File: src/sv/dtfg_pkg.sv
`timescale 1ns / 1ps
package dtfg_pkg;

  localparam int VALUE_WIDTH = 32;

  // Decimal digits needed for the largest unsigned value (1233/4096 is just below log10 2).
  localparam int NDIG = (VALUE_WIDTH * 1233) / 4096 + 1;

  localparam int CNT_W = $clog2(VALUE_WIDTH + 1);
  localparam int RW    = $clog2(NDIG + 1);

  localparam logic [1:0] R3_INIT = 2'(NDIG % 3);

  localparam logic [7:0] CHAR_ZERO  = 8'h30;
  localparam logic [7:0] CHAR_COMMA = 8'h2C;
  localparam logic [7:0] CHAR_MINUS = 8'h2D;

  localparam int CFG_ADDR_W = 3;
  localparam logic REG_SIGNED_MODE = 1'b0;

endpackage

File: src/sv/decimal_text_formatter_grouped_top.sv
`timescale 1ns / 1ps
// A word is converted bit-serially (shift-add-3), leading zero digits are then dropped one per cycle
// (up to 9), and the EMIT state then loads the characters into the output register.
// One character is loaded per cycle while out_stall does not hold the output; in_stall stays
// high until the last digit is loaded, so a new value is accepted only after that.
// Reset (synchronous, active high) clears the control state, out_valid and signed_mode.
module decimal_text_formatter_grouped_top (
  input  logic                                clk,
  input  logic                                rst,
  input  logic                                psel,
  input  logic                                penable,
  input  logic                                pwrite,
  input  logic [dtfg_pkg::CFG_ADDR_W-1:0]     paddr,
  input  logic [31:0]                         pwdata,
  output logic [31:0]                         prdata,
  output logic                                pready,
  input  logic                                in_valid,
  output logic                                in_stall,
  input  logic [dtfg_pkg::VALUE_WIDTH-1:0]    value,
  output logic                                out_valid,
  input  logic                                out_stall,
  output logic [7:0]                          out_char,
  output logic                                last_char
);
  import dtfg_pkg::*;

  localparam logic [1:0] S_IDLE = 2'd0;
  localparam logic [1:0] S_CONV = 2'd1;
  localparam logic [1:0] S_SKIP = 2'd2;
  localparam logic [1:0] S_EMIT = 2'd3;

  localparam int BW = 4 * NDIG;

  logic [1:0]             state;
  logic [VALUE_WIDTH-1:0] bin;
  logic [BW-1:0]          bcd;
  logic [BW-1:0]          bcd_adj;
  logic [CNT_W-1:0]       cnt;
  logic [RW-1:0]          r;
  logic [1:0]             r3;
  logic [1:0]             r3_next;
  logic                   neg_pend;
  logic                   comma_pend;
  logic                   signed_mode;
  logic [3:0]             top_digit;
  logic                   in_accept;
  logic                   out_load;
  logic                   is_neg;
  logic [VALUE_WIDTH-1:0] mag;

  assign pready = 1'b1;
  assign prdata = (paddr[2] == REG_SIGNED_MODE) ? {31'd0, signed_mode} : 32'd0;

  always_ff @(posedge clk) begin
    if (rst) begin
      signed_mode <= 1'b0;
    end else if (psel && penable && pwrite && paddr[2] == REG_SIGNED_MODE) begin
      signed_mode <= pwdata[0];
    end
  end

  assign in_stall  = (state != S_IDLE);
  assign in_accept = in_valid && !in_stall;

  assign is_neg = signed_mode && value[VALUE_WIDTH-1];
  assign mag    = is_neg ? (~value + 1'b1) : value;

  // Add 3 to every digit of 5 or more before the shift (double dabble).
  always_comb begin
    for (int i = 0; i < NDIG; i++) begin
      bcd_adj[i*4 +: 4] = (bcd[i*4 +: 4] >= 4'd5) ? bcd[i*4 +: 4] + 4'd3 : bcd[i*4 +: 4];
    end
  end

  assign top_digit = bcd[BW-1 -: 4];
  assign r3_next   = (r3 == 2'd0) ? 2'd2 : r3 - 2'd1;
  assign out_load  = (state == S_EMIT) && (!out_valid || !out_stall);

  always_ff @(posedge clk) begin
    if (rst) begin
      state      <= S_IDLE;
      neg_pend   <= 1'b0;
      comma_pend <= 1'b0;
      out_valid  <= 1'b0;
    end else begin
      if (out_valid && !out_stall && !out_load) begin
        out_valid <= 1'b0;
      end
      case (state)
        S_IDLE: begin
          if (in_accept) begin
            state      <= S_CONV;
            neg_pend   <= is_neg;
            comma_pend <= 1'b0;
          end
        end
        S_CONV: begin
          if (cnt == CNT_W'(1)) begin
            state <= S_SKIP;
          end
        end
        S_SKIP: begin
          if (!(top_digit == 4'd0 && r > RW'(1))) begin
            state <= S_EMIT;
          end
        end
        S_EMIT: begin
          if (out_load) begin
            out_valid <= 1'b1;
            if (neg_pend) begin
              neg_pend <= 1'b0;
            end else if (comma_pend) begin
              comma_pend <= 1'b0;
            end else begin
              comma_pend <= (r3_next == 2'd0);
              if (r == RW'(1)) begin
                state <= S_IDLE;
              end
            end
          end
        end
        default: state <= S_IDLE;
      endcase
    end
  end

  always_ff @(posedge clk) begin
    case (state)
      S_IDLE: begin
        if (in_accept) begin
          bin <= mag;
          bcd <= '0;
          cnt <= CNT_W'(VALUE_WIDTH);
          r   <= RW'(NDIG);
          r3  <= R3_INIT;
        end
      end
      S_CONV: begin
        bin <= {bin[VALUE_WIDTH-2:0], 1'b0};
        bcd <= {bcd_adj[BW-2:0], bin[VALUE_WIDTH-1]};
        cnt <= cnt - CNT_W'(1);
      end
      S_SKIP: begin
        if (top_digit == 4'd0 && r > RW'(1)) begin
          bcd <= {bcd[BW-5:0], 4'd0};
          r   <= r - RW'(1);
          r3  <= r3_next;
        end
      end
      S_EMIT: begin
        if (out_load) begin
          if (neg_pend) begin
            out_char  <= CHAR_MINUS;
            last_char <= 1'b0;
          end else if (comma_pend) begin
            out_char  <= CHAR_COMMA;
            last_char <= 1'b0;
          end else begin
            out_char  <= CHAR_ZERO + {4'd0, top_digit};
            last_char <= (r == RW'(1));
            bcd       <= {bcd[BW-5:0], 4'd0};
            r         <= r - RW'(1);
            r3        <= r3_next;
          end
        end
      end
      default: ;
    endcase
  end

  a_conv_count: assert property (@(posedge clk) disable iff (rst)
    state == S_CONV |-> cnt != '0)
    else $error("conversion running with an exhausted bit count");

  a_digits_left: assert property (@(posedge clk) disable iff (rst)
    (state == S_SKIP || state == S_EMIT) |-> (r != '0 && r <= RW'(NDIG)))
    else $error("digit count out of range");

  a_accept_starts: assert property (@(posedge clk) disable iff (rst)
    in_accept |=> state == S_CONV)
    else $error("accepted word did not start a conversion");

  a_last_ends: assert property (@(posedge clk) disable iff (rst)
    (out_load && !neg_pend && !comma_pend && r == RW'(1)) |=> (last_char && state == S_IDLE))
    else $error("final digit not marked last");

  a_idle_next: assert property (@(posedge clk) disable iff (rst)
    state == S_IDLE |=> (state == S_IDLE || state == S_CONV))
    else $error("left idle without a word");

endmodule
File: config.mk
export PLATFORM = sky130hd
export DESIGN_NAME = decimal_text_formatter_grouped_top
export DESIGN_NICKNAME = d
export VERILOG_FILES = /design/src/sv/dtfg_pkg.sv /design/src/sv/decimal_text_formatter_grouped_top.sv
export SDC_FILE = /design/constraint.sdc
export NUM_CORES = 1
export LEC_CHECK = 0
export BUFFER_PORTS_ARGS = -buffer_cell sky130_fd_sc_hd__buf_2
export CORE_ASPECT_RATIO = 1.2
export CORE_MARGIN = 8
export CORE_UTILIZATION = 56
export CTS_BUF_LIST = sky130_fd_sc_hd__clkbuf_16
export DETAILED_ROUTE_END_ITERATION = 7
export PLACE_DENSITY = 0.78
export SLEW_MARGIN = 40
export SYNTH_ARGS = -nofsm -noshare
export SYNTH_HDL_FRONTEND = slang
export SYNTH_SLANG_ARGS = --single-unit
File: constraint.sdc
create_clock -name clk -period 4.6 [get_ports clk]
set_clock_uncertainty 0.05 [all_clocks]
set_input_delay 0.69 -clock clk [delete_from_list [all_inputs] [get_ports clk]]
set_output_delay 0.69 -clock clk [all_outputs]
set_load 0.05 [all_outputs]
# After elaboration in Yosys (flattened, before gate mapping)
# Index checks and enable logic that the tools add are counted.
[word_totals]
reg_bits = 98
output_inout_bits = 44
wordCells = 138
inputBits = 74
[classes]
eq_ne = 13
bitwise_logic = 2
order_cmp = 11
add_sub_neg = 15
reduce_logical = 30
muxes = 54
[ops]
columns = ["operator", "n"]
rows = [
  ["$mux W40", 5],
  ["$pmux W40 S4", 1],
  ["$mux W32", 2],
  ["$pmux W32 S2", 1],
  ["$mux W4", 14],
  ["$ge A4 B3 Y1 const B", 10],
  ["$add A4 B2 Y4 const B", 9],
  ["$add A32 B1 Y32 const B", 1],
  ["$not A32 Y32", 1],
  ["$mux W2", 12],
  ["$ne A2 B2 Y1 const B", 7],
  ["$pmux W4 S3", 1],
  ["$pmux W6 S2", 1],
  ["$mux W1", 11],
  ["$logic_and A1 B1 Y1", 9],
  ["$pmux W2 S4", 1],
  ["$add A6 B4 Y7 const A", 1],
  ["$reduce_and A7 Y1", 1],
  ["$eq A6 B1 Y1 const B", 1],
  ["$logic_not A2 Y1", 3],
  ["$mux W6", 1],
  ["$pmux W2 S3", 1],
  ["$reduce_and A6 Y1", 1],
  ["$reduce_bool A2 Y1", 3],
  ["21 further kinds", 27],
]

# Longest topological paths before layout
# Gate-level depths: netlist of run 1.
[depth]
ltp_word = 8
depth_mapped = 8
depth_no_buf = 7

# Worst setup path after synthesis of run 1
# Ideal clock, no wire load.
[synth_path]
kind = "register -> register"
startpoint = "register state[1]"
endpoint = "register bin[0] (enable)"
setup_time_ps = 486
slack_ps = 393
stages_incl_launch_ff = 6
synth_period_minus_slack_ps = 4207
path_buffers = 1
t_required_ps = 4064
arrival_ps = 3671
path_cell_list = "dfxtp_1 inv_1 ha_1 inv_2 clkbuf_1 o21ai_0"
[synth_via]
elab_chain_len = 5
word_cells_on_any_way = 8
[synth_rtl]
columns = ["item", "line_no", "rtl"]
rows = [
  ["start, declared", "decimal_text_formatter_grouped_top.sv:34", "logic [1:0] state;"],
  ["start signal, assigned", "decimal_text_formatter_grouped_top.sv:81", "state <= S_IDLE;"],
  ["start signal, assigned", "decimal_text_formatter_grouped_top.sv:92", "state <= S_CONV;"],
  ["start signal, assigned", "decimal_text_formatter_grouped_top.sv:99", "state <= S_SKIP;"],
  ["$reduce_bool A2 Y1", "decimal_text_formatter_grouped_top.sv:62", "assign in_stall = (state != S_IDLE);"],
  ["$logic_not A1 Y1", "decimal_text_formatter_grouped_top.sv:63", "assign in_accept = in_valid && !in_stall;"],
  ["$logic_and A1 B1 Y1", "decimal_text_formatter_grouped_top.sv:63", ""],
  ["$ne A2 B2 Y1 (no line)", "-", ""],
  ["$reduce_and A2 Y1 (no line) *", "-", ""],
  ["end signal, assigned", "decimal_text_formatter_grouped_top.sv:131", "bin <= mag;"],
  ["end signal, assigned", "decimal_text_formatter_grouped_top.sv:139", "bin <= {bin[VALUE_WIDTH-2:0], 1'b0};"],
  ["end, declared", "decimal_text_formatter_grouped_top.sv:35", "logic [VALUE_WIDTH-1:0] bin;"],
]
# Every way passes the cells marked *; elsewhere a longest branch is shown, timed or not.
# A chain may end at the register's enable or synchronous reset.

# Worst setup path in the final report of run 1
[layout_path]
startpoint = "input port value[6] (netlist bit)"
endpoint = "register bin[31] (data pin)"
[layout_via]
elab_chain_len = 5
[layout_rtl]
columns = ["item", "line_no", "rtl"]
rows = [
  ["start, declared", "decimal_text_formatter_grouped_top.sv:19", "input logic [dtfg_pkg::VALUE_WIDTH-1:0] value,"],
  ["$not A32 Y32", "decimal_text_formatter_grouped_top.sv:66", "assign mag = is_neg ? (~value + 1'b1) : value;"],
  ["$add A32 B1 Y32", "decimal_text_formatter_grouped_top.sv:66", ""],
  ["$mux W32", "decimal_text_formatter_grouped_top.sv:66", ""],
  ["$mux W32", "decimal_text_formatter_grouped_top.sv:130", "if (in_accept) begin"],
  ["$pmux W32 S2", "decimal_text_formatter_grouped_top.sv:128", "case (state)"],
]
# No other way between the ends. The select of a mux whose other input is x is not followed.

==> flow_summary.json, run 1 <==
{
  "outcome": "complete, no violations",
  "grt_util_met1_pct": 18.69,
  "synth_warnings": 0,
  "drc": 0,
  "core_area_um2": 10570,
  "finalSetupViolCount": 0,
  "synth_area_leaders": "edfxtp_1 (44%), ha_1 (6.8%), xnor2_1 (5.5%)",
  "reg2regPathDepth": 7,
  "busiest_layer": "met2",
  "die_w_um": 111.1,
  "max_slew_margin_pct": 48.57,
  "synthDistinctLibCells": 43,
  "critical_path.top_delay_family": "simple AND/OR/NAND/NOR gates",
  "critPathRequiredTime_ps": 4730,
  "cp_slowest_stage_delay_ps": 650,
  "clock.fmax_mhz": 348.0,
  "cts_setup_buffers": 0,
  "internal-power_uw": 2640,
  "nets": 754,
  "diodes": 0,
  "fin_tns_setup_ps": 0,
  "rrSetupSlack_ps": 1860,
  "max-clock-path-buffers": 2,
  "grt_pass1_wl_mm": 20.55,
  "timing.rr.start": "state[0]",
  "synth.cell_area_um2": 6077,
  "row_count": 41,
  "path_max_fanout": 7,
  "worst_slew_pin_slew_ps": 771.4,
  "seq_area_um2": 2823,
  "drtIter0Drc": 192,
  "final_common_cell": "edfxtp_1",
  "antenna_found_initial": 0,
  "crit_chain": "buf_2 -> or4_1 -> or3_4 -> or3_1 -> or4b_1 -> a31oi_1",
  "ioPinCount": 118,
  "grt_use_met3_pct": 3.398,
  "hold_viol_final": 0,
  "drv_cap": 0,
  "dieArea_um2": 14460,
  "layout_common_cells": "edfxtp_1 (90), nor2_1 (63), buf_2 (49), nand2_1 (45)",
  "hold_depth": 2,
  "switching_share_pct": 39.83,
  "die_y_um": 130.1,
  "worstSetupStartpointType": "primary input",
  "rsz0062_at_grt": "no",
  "yosysTopAreaCell": "edfxtp_1",
  "min-delay-start": "bin[23]",
  "numPortBuffers": 49,
  "path_class": "in -> reg",
  "gp_congestion": 0.8449,
  "grt.met2_usage_pct": 31.78,
  "multi_input_area_um2": 2914,
  "r2r_end": "r[1]",
  "power.ir.vdd_worst_mv": 0.3271,
  "clkLatencyLatePin_ps": 340,
  "syn-mean-instance-area_um2": 9.995,
  "fin_ws_ps": 1726,
  "final_layout_size_suffix_gt1_share_pct": 13.19,
  "area_growth_pct": 9.574,
  "fin_crit_ps": 2874,
  "power_density_nw_per_um2": 658.9,
  "numClockSinks": 96,
  "grt_pass1_vias": 4594,
  "clkTransAtPathRegs_ps": 70,
  "n_fill_cell": 864,
  "start_util_pct": 57.51,
  "yosysSeqAreaShare_pct": 46.45,
  "wl_mm": 12.23,
  "timing.hold.ws_ps": 483.8,
  "startpoint": "value[6]",
  "cts_max_level": 3,
  "leakage_uw": 0.002520,
  "vias": 4487,
  "synth_seq_cells": 96,
  "combPwrFrac_pct": 41.1,
  "dpl.hpwl_mm": 8.577,
  "synthCells": 608,
  "drt-pass1-iter-count": 4,
  "drv_slew": 0,
  "grt.overflow.total": 0,
  "fin_crit_sh_pct": 62.47,
  "avgRoutedWirePerCell_um": 15.66,
  "netlist.area_leader.share_pct": 44.47,
  "crit_buf_inv": 1,
  "cts_resized": 0,
  "p_seq_share_pct": 40.2,
  "power_frac_clock_pct": 18.6,
  "pre_cts_ws_ps": 1385,
  "cts_hold_buffers": 0,
  "grt_max_degree": 77,
  "cts_tree": "yes",
  "cts_made_buffers": 9,
  "slowest_stage": "or4_1",
  "p_switching_uw": 1747,
  "cp-end-kind": "flip-flop",
  "placement.cell_area_um2": 6331,
  "hold_end": "bin[24]",
  "crit_arrival_ps": 3000,
  "post-route-cell-area_um2": 6659,
  "hold_path_class": "reg -> reg",
  "final_util_pct": 63.01,
  "antenna_left": 0,
  "vias_per_cell": 5.745,
  "gr-usage-all-layers_pct": 16.89,
  "cts_root_buf": "clkbuf_16"
}
-- logic make-up after synthesis --
kind of cell / after synthesis / share of synthesized area (%)
flops: 96 / 46.45
xor+xnor: 54 / 7.783
other cells: 2 / 0.1236
simple gates: 176 / 14.10
fa+ha+maj: 33 / 6.794
compound gates: 136 / 13.92
mux: 16 / 2.780
buf+inv: 95 / 8.050
-- flip-flops by register name (all words and copies together), names as in the netlist --
register and count:
cnt 6, bcd 40, signed_mode 1, r 4, state 2, out_char 5
out_valid 1, neg_pend 1, comma_pend 1, bin 32, r3 2, last_char 1
-- layout make-up --
| class | instances | share of cell area [%] |
|---|---|---|
| repair buffers | 54 | 4.472 |
| clock buffers | 9 | 3.382 |
| multi-input cells | 450 | 43.76 |
| well taps | 129 | 2.424 |
| inverters | 36 | 2.029 |
| flip-flops and latches | 96 | 42.39 |
| clock inverters | 7 | 1.541 |
-- synth_stat cells, drive strengths merged --
master	n
a21o	6
dfxtp	6
nand2b	14
or3	5
ha	33
edfxtp	90
xnor2	38
nand4b	1
mux2	7
nor2	63
a22oi	12
nand2	45
nor4b	3
clkbuf	23
or3b	1
nor2b	1
nor4	6
nand4	1
inv	36
a2bb2oi	8
o31ai	5
o21ai	39
or4b	2
a32oi	7
xor2	16
nor3	13
or2	3
conb	2
a21oi	37
o211ai	7
a31oi	8
buf	36
or4	6
o2111ai	2
o41ai	3
mux2i	9
and2	4
nor3b	8
o21bai	1
a211oi	1
-- per-stage QoR --
step | total power [uW] | cells
floorplan | 3142 | 641
global placement | 3433 | 763
detailed placement | 3576 | 765
CTS | 4410 | 781
global route | 4684 | 781
finish | 4387 | 781
-- power groups by stage --
stage	clock network [uW]	logic (uW)	registers [uW]
floorplan	0	1390	1750
global placement	0	1670	1760
detailed placement	0	1800	1770
CTS	830	1820	1760
global route	860	2010	1810
finish	818	1800	1760
-- routing by layer --
metal / up-vias / part of all wire, %
li1: 2173 / -
met1: 2200 / 42
met2: 107 / 53
met5: - / 0
met3: 7 / 3.8
met4: 0 / 0.78
-- worst max-delay path by stage --
| stage | to | depth (start not counted) |
|---|---|---|
| 2_1_floorplan | bin[0] | 5 |
| 3_3_place_gp | bin[31] | 6 |
| 3_5_place_dp | bin[31] | 6 |
| 4_1_cts | bin[31] | 6 |
| 5_1_grt | bin[31] | 6 |
| 6_report | bin[31] | 6 |
-- tightest hold or removal path: stages, from the launching register on --
cell and delay, ps:
edfxtp_1 330, nand2_1 50, o21ai_0 60
Note: power is estimated with default switching activity, not from simulation.
==> run 2: changes to the inputs <==
==> constraint.sdc (replaced) <==
create_clock -name clk -period 2.9 [get_ports clk]
set_clock_uncertainty 0.05 [all_clocks]
set_input_delay 0.435 -clock clk [delete_from_list [all_inputs] [get_ports clk]]
set_output_delay 0.435 -clock clk [all_outputs]
set_load 0.05 [all_outputs]
==> run 2 against run 1 <==
Net effect: first-iteration DRC count down 11%; sequential share of layout area down 0.15 points; non-clock buffer count grew 5; utilization grew 0.22 points; critical path depth unchanged; clock-buffer cell count stayed put; cell area up 0.36%; power up 56%; routed wire length fell by 2.5%; cell count grew 0.64%; critical path type unchanged; largest cell class unchanged; largest power group unchanged; highest routed layer unchanged.
==> flow_summary.json, run 2 (synthesis results as in run 1) <==
{
  "drt-pass1-iter-count": 4,
  "rrSetupSlack_ps": 680,
  "grt.overflow.total": 0,
  "numPortBuffers": 49,
  "crit_arrival_ps": 2620,
  "drtIter0Drc": 170,
  "core_area_um2": 10570,
  "fin_tns_setup_ps": 0,
  "avgRoutedWirePerCell_um": 15.18,
  "row_count": 41,
  "cts_made_buffers": 9,
  "rsz0062_at_grt": "no",
  "cts_setup_buffers": 0,
  "diodes": 0,
  "cp-end-kind": "flip-flop",
  "critical_path.top_delay_family": "simple AND/OR/NAND/NOR gates",
  "hold_end": "signed_mode",
  "cts_resized": 0,
  "hold_viol_final": 0,
  "leakage_uw": 0.002529,
  "numClockSinks": 96,
  "r2r_end": "r[2]",
  "crit_buf_inv": 1,
  "area_growth_pct": 9.965,
  "wl_mm": 11.93,
  "cts_tree": "yes",
  "cts_hold_buffers": 0,
  "layout_common_cells": "edfxtp_1 (90), nor2_1 (63), buf_2 (49), nand2_1 (45)",
  "grt_pass1_vias": 4495,
  "die_y_um": 130.1,
  "grt_max_degree": 63,
  "gp_congestion": 0.8567,
  "drv_slew": 0,
  "nets": 759,
  "vias_per_cell": 5.674,
  "fin_crit_ps": 2479,
  "final_layout_size_suffix_gt1_share_pct": 13.85,
  "cts_max_level": 3,
  "drv_cap": 0,
  "worstSetupStartpointType": "primary input",
  "cp_slowest_stage_delay_ps": 550,
  "final_common_cell": "edfxtp_1",
  "antenna_found_initial": 0,
  "top_register": "bcd",
  "p_total_uw": 6856,
  "start_util_pct": 57.51,
  "antenna_left": 0,
  "clkLatencyLatePin_ps": 340,
  "drc": 0,
  "dpl.hpwl_mm": 8.651,
  "vias": 4460,
  "n_fill_cell": 859,
  "top_regs": "bcd x40, bin x32, cnt x6",
  "worst_slew_pin_slew_ps": 762.8,
  "clock.fmax_mhz": 403.4,
  "critPathRequiredTime_ps": 3040,
  "fin_crit_sh_pct": 85.48,
  "timing.rr.start": "state[0]",
  "path_class": "in -> reg",
  "max-clock-path-buffers": 2,
  "grt_pass1_wl_mm": 19.94,
  "cts_root_buf": "clkbuf_16",
  "power.ir.vdd_worst_mv": 0.4827,
  "reg2regPathDepth": 6,
  "power_density_nw_per_um2": 1026,
  "max_slew_margin_pct": 49.15,
  "clkTransAtPathRegs_ps": 70,
  "slowest_stage": "or4_1",
  "finalSetupViolCount": 0,
  "hold_depth": 3,
  "hold_path_class": "in -> reg",
  "path_max_fanout": 6,
  "outcome": "complete, no violations",
  "min-delay-start": "pwdata[0]",
  "crit_chain": "buf_2 -> or4_1 -> or3_4 -> or3_1 -> or4b_1 -> a31oi_1",
  "gr-usage-all-layers_pct": 16.22,
  "dieArea_um2": 14460,
  "die_w_um": 111.1,
  "ioPinCount": 118,
  "largest_register_ffs": 40
}
[run 2: changes by cell type in the layout (fill, tap and decap cells not counted), moves of 2 or more]
cell / previous run / this run
buf_4: 3 / 8
buf_8: 2 / 0
buf_12: 0 / 2
clkinvlp_4: 1 / 3
clkinv_4: 2 / 0
[run 2: final cells by class]
class                           count  area (um2)  area share [%]
Clock buffer                        9       225.2           3.370
Clock inverter                      7       78.83           1.180
Timing Repair Buffer               59       345.3           5.168
Inverter                           36       135.1           2.022
Multi-Input combinational cell    450        2914           43.61
Tap cell                          129       161.4           2.415
Sequential cell                    96        2823           42.24
[run 2: per-layer routing]
metal / vias to the layer above / routed length (um) / global-route usage, %
met5: - / 0 / 0
met4: 0 / 150 / 5.499
met3: 12 / 632 / 3.398
met2: 117 / 6163 / 30.23
met1: 2146 / 4985 / 18.02
li1: 2185 / - / -
[run 2: how the worst max path moves through the flow]
stage          startpoint       to  slack, ps  cells after the start
2_1_floorplan    value[6]  bin[31]        260                      6
3_3_place_gp    value[10]  bin[31]        140                      6
3_5_place_dp    value[10]  bin[31]         80                      6
4_1_cts         value[10]  bin[31]        440                      6
5_1_grt         value[10]  bin[31]        410                      6
6_report        value[10]  bin[31]        420                      6
[run 2: power by group]
group | switching (uW) | leakage, uW | internal [uW]
registers | 417 | 0.000950 | 2370
clock network | 538 | 0.000139 | 678
logic | 1780 | 0.00144 | 1070
total | 2740 | 0.00253 | 4120
[run 2: stage by stage]
step / std cells / utilization [%] / setup slack, ps / instance area, um2 / hold slack [ps]
global placement: 770 / 60.36 / 141.6 / 6379 / 460.4
finish: 786 / 63.24 / 421.2 / 6683 / 276.3
floorplan: 641 / - / 263.6 / 6216 / 450.0
CTS: 786 / 63.24 / 439.0 / 6683 / 270.1
global route: 786 / 63.24 / 405.4 / 6683 / 303.1
detailed placement: 770 / 60.36 / 77.18 / 6379 / 465.4
[run 2: worst register-to-register path, delay by kind of cell, from the launching register on]
family	cells	cell delay, ps
adder cells (fa/ha/maj)	1	290
AO/OA/AOI/OAI	3	720
flip-flops	1	410
AND/OR/NAND/NOR	1	310
buffers and inverters	1	120
==> run 3: changes to the inputs <==
==> constraint.sdc (replaced) <==
create_clock -name clk -period 2.9 [get_ports clk]
set_clock_uncertainty 0.05 [all_clocks]
set_input_delay 0.29 -clock clk [delete_from_list [all_inputs] [get_ports clk]]
set_output_delay 0.29 -clock clk [all_outputs]
set_load 0.05 [all_outputs]
==> run 3 against run 2 <==
Net effect: critical endpoint unchanged; register-to-register slack worse by 40 ps; flip-flop and latch count did not move; sequential share of layout area stayed put; largest power group unchanged.
==> flow_summary.json, run 3 (synthesis results as in run 1) <==
{
  "finalSetupViolCount": 0,
  "power_density_nw_per_um2": 1040,
  "fin_crit_sh_pct": 82.91,
  "top_register": "bcd",
  "critPathRequiredTime_ps": 3040,
  "hold_depth": 3,
  "row_count": 41,
  "antenna_found_initial": 0,
  "cp_slowest_stage_delay_ps": 620,
  "dieArea_um2": 14460,
  "power.ir.vdd_worst_mv": 0.5238,
  "crit_arrival_ps": 2540,
  "worst_slew_pin_slew_ps": 769.3,
  "reg2regPathDepth": 6,
  "die_w_um": 111.1,
  "numClockSinks": 96,
  "crit_chain": "buf_2 -> or4_1 -> or3_4 -> or3_1 -> or4b_1 -> a31oi_1",
  "hold_viol_final": 0,
  "largest_register_ffs": 40,
  "leakage_uw": 0.002531,
  "drv_cap": 0,
  "ioPinCount": 118,
  "vias_per_cell": 5.698,
  "clkLatencyLatePin_ps": 340,
  "met2_length_mm": 6.566,
  "gp_congestion": 0.8777,
  "path_max_fanout": 6,
  "grt_pass1_vias": 4526,
  "layout_common_cells": "edfxtp_1 (90), nor2_1 (63), buf_2 (49), nand2_1 (45)",
  "dr.max_layer_used": "met4",
  "gr-usage-all-layers_pct": 16.85,
  "pre_cts_ws_ps": 143.2,
  "met3_length_um": 544,
  "clock.fmax_mhz": 415.9,
  "cts_max_level": 3,
  "cts_made_buffers": 9,
  "antenna_left": 0,
  "max-clock-path-buffers": 2,
  "cts_hold_buffers": 0,
  "vias": 4473,
  "slowest_stage": "or4_1",
  "hold_path_class": "in -> reg",
  "start_util_pct": 57.51,
  "cts_resized": 0,
  "final_common_cell": "edfxtp_1",
  "max_slew_margin_pct": 48.71,
  "drt-pass1-iter-count": 5,
  "die_y_um": 130.1,
  "cp-end-kind": "flip-flop",
  "cts_tree": "yes",
  "drc": 0,
  "clkTransAtPathRegs_ps": 70,
  "nets": 758,
  "grt_pass1_wl_mm": 20.44,
  "cts_root_buf": "clkbuf_16",
  "diodes": 0,
  "avgRoutedWirePerCell_um": 15.74,
  "drtIter0Drc": 216,
  "drv_slew": 0,
  "cts_setup_buffers": 0,
  "area_growth_pct": 9.965,
  "dpl.hpwl_mm": 8.862,
  "fin_ws_ps": 495.5,
  "numPortBuffers": 49,
  "path_class": "in -> reg",
  "worstSetupStartpointType": "primary input",
  "grt.overflow.total": 0,
  "final_layout_size_suffix_gt1_share_pct": 13.26,
  "outcome": "complete, no violations",
  "fin_crit_ps": 2404,
  "grt_max_degree": 51,
  "wl_mm": 12.35,
  "rsz0062_at_grt": "no",
  "fin_tns_setup_ps": 0,
  "wl_met1_mm": 5.115,
  "top_regs": "bcd x40, bin x32, cnt x6",
  "core_area_um2": 10570
}
==> run 3: path summary, 6_finish.rpt <==
path / startpoint / endpoint / slack [ps]
worst min register to register: bin[2] / bin[3] / 480
worst min-delay path: pwdata[0] / signed_mode / 150
worst max register to register: state[0] / r[0] / 640
worst max-delay path: value[10] / bin[31] / 500
==> run 3: per-layer routing <==
| metal | global-route usage [%] | vias to the layer above |
|---|---|---|
| li1 | - | 2190 |
| met1 | 19.02 | 2160 |
| met2 | 30.93 | 113 |
| met3 | 3.352 | 10 |
| met4 | 6.206 | 0 |
| met5 | 0 | - |
==> run 3: cell type report <==
| class | count | area, um2 |
|---|---|---|
| clock inverter | 7 | 86.33 |
| sequential | 96 | 2823 |
| inverter | 36 | 135.1 |
| tap | 129 | 161.4 |
| clock buffer | 9 | 225.2 |
| timing repair buffer | 58 | 337.8 |
| fill | 877 | 3885 |
| multi-input combinational | 450 | 2914 |
==> run 3: worst max-delay path: cells and delay by family <==
kind	cells	cell delay (ps)
buffers and inverters	1	120
AOI/OAI and AO/OA	1	190
and+or+nand+nor	4	1940
==> run 3: power breakdown <==
group | switching, uW | leakage (uW) | internal [uW]
Combinational | 1820 | 0.00144 | 1080
Sequential | 420 | 0.000950 | 2370
Clock | 503 | 0.000144 | 747
Total | 2740 | 0.00253 | 4200
==> run 3: stage by stage <==
stage	total power [uW]	utilization, %	instances	area [um2]	hold slack [ps]
finish	6948	63.24	785	6683	147.2
global route	7395	63.24	785	6683	159.7
CTS	6979	63.24	785	6683	144.2
detailed placement	5705	60.29	769	6371	474.2
global placement	5527	60.29	769	6371	457.3
floorplan	4973	-	641	6216	309.1
